$ cat src/hw/rtl/hks_ram.sv
module hks_ram #(
    parameter int WIDTH = 8,
    parameter int DEPTH = 16
) (
    input  logic                     clk,
    input  logic                     we,
    input  logic [$clog2(DEPTH)-1:0] addr,
    input  logic [WIDTH-1:0]         wdata,
    output logic [WIDTH-1:0]         rdata
);

    logic [WIDTH-1:0] mem [DEPTH];

    always_ff @(posedge clk)
    begin
        if (we)
        begin
            mem[addr] <= wdata;
        end
        rdata <= mem[addr];
    end

endmodule

$ cat config.mk
export PLATFORM = sky130hd
export DESIGN_NAME = hks_ram
export DESIGN_NICKNAME = d
export VERILOG_FILES = /design/src/hw/rtl/hks_ram.sv
export SDC_FILE = /design/constraint.sdc
export NUM_CORES = 1
export LEC_CHECK = 0
export BUFFER_PORTS_ARGS = -buffer_cell sky130_fd_sc_hd__buf_4
export CORE_UTILIZATION = 60
export DETAILED_ROUTE_END_ITERATION = 10
export PLACE_DENSITY = 0.78
export SYNTH_ARGS = -nofsm -noshare
export SYNTH_HDL_FRONTEND = slang
export SYNTH_SLANG_ARGS = --single-unit
$ cat constraint.sdc
create_clock -name clk -period 2 [get_ports clk]
set_input_delay 0.1 -clock clk [delete_from_list [all_inputs] [get_ports clk]]
set_output_delay 0.1 -clock clk [all_outputs]
set_load 0.01 [all_outputs]
## Yosys cells after proc, flatten, opt, wreduce, memory -nomap -nowiden

Memories as Yosys holds them, arrays and structs flattened. A register that Yosys moved wholly into a read port is not among the register bits.
Index checks and enable logic that the tools add are counted.

- Bits in writable memories: 128
- Bits in read-only memories: 0
- Flip-flop bits (word level): 0
- Memories: 1
- Output and inout bits: 8
- Input bits: 14
- Latch bits: 0

Memory list:

| name | depth | width | rd ports | clocked after memory_dff | write ports | RTL line | RTL |
|---|---|---|---|---|---|---|---|
| mem | 16 | 8 | 1 | 1 | 1 | 12 | `logic [WIDTH-1:0] mem [DEPTH];` |

- Muxes and demuxes: 2
- Add/subtract/negate cells: 0
- Reduce and logical (&&, ||, !) cells: 0
- Equality and inequality tests: 0
- Bitwise gates (word level): 0
- Shifts and indexed selects: 0
- Multipliers: 0
- Div/mod/pow operators: 0
- Order comparisons: 0

Operator list:

| kind | count |
|---|---|
| 2-to-1 mux 1 bit | 2 |

## Logic depth before layout (Yosys ltp)

- Depth after elaboration: 2
- Mapped depth: 5
- Gate-level depth less buffers: 3

## Least setup slack after synthesis

OpenSTA, ideal clock, no wires.

- Path type: input to register
- Start point: input port addr[2]
- End point: memory mem[0][0] (enable)
- Data required time: 1.617 ns
- Data arrival time: 1.210 ns
- Stages on the path: 2
- Path slack: 0.407 ns
- Cell sequence: or3b_2 -> nor3_1

RTL lines:

| item | RTL line | RTL |
|---|---|---|
| from (decl) | 7 | `input logic [$clog2(DEPTH)-1:0] addr,` |
| to (decl) | 12 |  |

No word-level cell before the write port.

==> results.md <==
* Post-route standard cell area excluding fillers at 0.006126 mm^2
* Worst min-delay path category: in2reg
* Post-layout minimum cycle time at 1.380 ns
* Required time of the worst setup path at 2.40 ns
* Via-per-instance ratio at 6.313
* Effective utilization at floorplan at 0.6198
* Total half-perimeter wirelength after legalization and detailed placement at 6.130 mm
* Number of buffers added by the clock tree synthesis step at 17
* Sequential area share after synthesis at 0.7901
* Die span in x at 93.90 um
* I/O Pins at 22
* Arrival time at the worst endpoint at 1.78 ns
* Commonest cells after routing, fill and taps aside: 128 x edfxtp_1, 42 x buf_4, 32 x mux4_2
* Number of warning messages in the yosys log at 0
* Root buffer cell: clkbuf_8
* Cell variety after synth at 18
* Reg-to-Reg Start: mem[3][1]
* Via count of the first global-routing pass at 2708
* Layout cells sized above 1 at 0.3555
* Number of antenna violations at the first check in global routing at 0
* Drc violations at 0
* Final hold violation count at 0
* Max-capacitance violation count at 0
* Unrepaired setup endpoints after global routing: false
* Total of buffers placed on input and output ports at 21
* Peak supply drop at 0.6734 mV
* Count of pins over their slew limit at 0
* Leading post-synthesis cells by cell area: edfxtp_1 76%, mux4_2 14%, dfxtp_1 3.2%
* GR met2 Demand/Resource at 0.4428
* Number of sinks driven by the clock tree at ~140
* Die outline area at approximately 0.0088 mm^2
* Net count after synthesis at between 200 and 250
* FF-to-FF End: rdata[1]
* Max Fanout on Critical Path at 1
* Hold Startpoint: addr[1]
* Largest net degree at the start of global routing at 30
* Launching instance or port of the critical path: mem[3][1]
* Max Clock Freq at 0.7246 GHz
* Overall routed net length at 10.42 mm
* Aggregate global-route resource usage at 0.2693
* Most common library cell in the layout ignoring fill and taps: edfxtp_1
* Clock-pin slew on the worst setup and hold paths at 0.06 ns
* Worst-case hold path end point: mem[4][0]
* Hold Path Stages at 2
* Clock tree from TritonCTS: done
* Post-synthesis instance area at roughly 0.0051 mm^2
* Met3 usage in global routing at 0.05502
* Areal power density over the cells at 1082 mW/mm^2
* Post-CTS Repair Setup Buffers at 0
* H-Tree Depth at 4
* Portion of the clock cycle consumed by the worst path in the final layout at 0.6901
* Portion of synthesized cell area occupied by the leading cell type at 0.7585
* Syn-to-layout area delta at 20.89%
* Number of inserted filler cells in the final layout at 449
* Headroom to the max-slew limit at 0.3379
* Die height at 93.90 um
* DRT Pass-1 Iters at 5
* RD Place Congestion at 0.8183
* Count of cells along the worst register-to-register path at 3
* Via count at approximately 2.6k
* Cell type with the highest aggregate area in the netlist: edfxtp_1
* Total design power at about 6.6 mW
* Outcome: finished, final reports clean
* Layout Skew at between 0.007 and 0.008 ns
* Number of synthesized register bits at 136
* Critical path endpoint category: flop
* Flop2flop setup slack at 0.62 ns
* Leakage dissipation at 2.054 nW
* Instance count of the mapped netlist at 230
* Routed wirelength normalized by instance count at 25.67 um
* Top Usage Layer GRT: met2
* Post-place setup slack at ~0.35 ns
* Overflow left after global routing at 0
* Mean Syn Cell Area at 22.03 um^2
* Slew of the pin with the lowest slew margin at 0.9856 ns
* Placed cell area at ~0.0055 mm^2
* Initial detailed-routing violation count at 256
* Final antenna diode count at 0
* Total negative slack for setup checks at 0 ns
* Count of antenna-violating nets left after detailed routing at 0
* Startpoint type of the worst setup path: flop
* Deepest clock path buffer count at 2
* Grt met1 use at 0.3506
* Number of cell rows at 33
* Core region area at 0.008175 mm^2
* Wire length of the first global-routing pass at 15.70 mm
* Clock latency of the later-clocked register in the worst-skew pair at 0.52 ns
* Setup-failing EPs final at 0
* Count of nets after finishing at 302
* Final worst slack at approximately 0.62 ns
* Category of the critical setup timing path: reg2reg
==> what timing repair did <==
item / CTS / global route
gates resized for setup: 0 / 0
hold buffers: 8 / 0
hold endpoints to repair: 128 / 0
==> through the flow <==
stage          cells  utilization  hold slack, ns
2_1_floorplan    230            -          0.1989
3_3_place_gp     366       0.6671          0.4123
3_5_place_dp     366       0.6671          0.4271
4_1_cts          406       0.7493          0.1293
5_1_grt          406       0.7493          0.1606
6_report         406       0.7493          0.1470
==> Yosys cell counts (all sizes together) <==
| library cell | n |
|---|---|
| a22oi | 16 |
| and2 | 1 |
| buf | 8 |
| clkbuf | 3 |
| dfxtp | 8 |
| edfxtp | 128 |
| mux4 | 32 |
| nand2 | 9 |
| nand2b | 2 |
| nand3 | 1 |
| nand3b | 2 |
| nor2 | 13 |
| nor2b | 2 |
| nor3 | 4 |
| or3b | 1 |
==> area by class of cell <==
type | instances | area (um^2) | area share
timing repair buffer | 50 | 395.4 | 0.06454
sequential | 136 | 4004 | 0.6536
multi-input combinational | 83 | 1003 | 0.1638
tap | 105 | 131.4 | 0.02145
clock buffer | 17 | 414.1 | 0.06761
clock inverter | 15 | 177.7 | 0.02900
==> per-layer routing <==
layer	wire, um	vias to the layer above	share of wire
met1	3992	1320	0.38
li1	-	1077	-
met3	740	29	0.071
met2	5427	137	0.52
met4	263	0	0.025
met5	0	-	0
==> state kept, by name, indices dropped and copies added, names as in the netlist <==
register,cells
mem,128
rdata,8
==> cells by family (layout without fill, tap and decap cells) <==
family	after synthesis	in the layout	synth area share
AND/OR/NAND/NOR	35	35	0.03210
multiplexers	32	32	0.1422
flip-flops	136	136	0.7901
buffers and inverters	11	82	0.01185
AO/OA/AOI/OAI	16	16	0.02370
==> critical path, cell delays in order (launching register included) <==
cell	delay, ns
edfxtp_1	0.38
mux4_2	0.50
a22oi_1	0.28
nand2_1	0.10
==> worst max-delay path by stage <==
stage                      end
detailed placement  mem[14][7]
CTS                   rdata[4]
floorplan            mem[0][0]
global placement    mem[14][7]
global route          rdata[1]
finish                rdata[1]
==> report_power, final <==
group	total, mW	switching [mW]	internal [mW]
clock	3.08	1.18	1.90
combinational	0.340	0.184	0.155
sequential	3.21	0.0206	3.19
total	6.63	1.39	5.24
No activity file was read; power rests on OpenSTA's default activity.
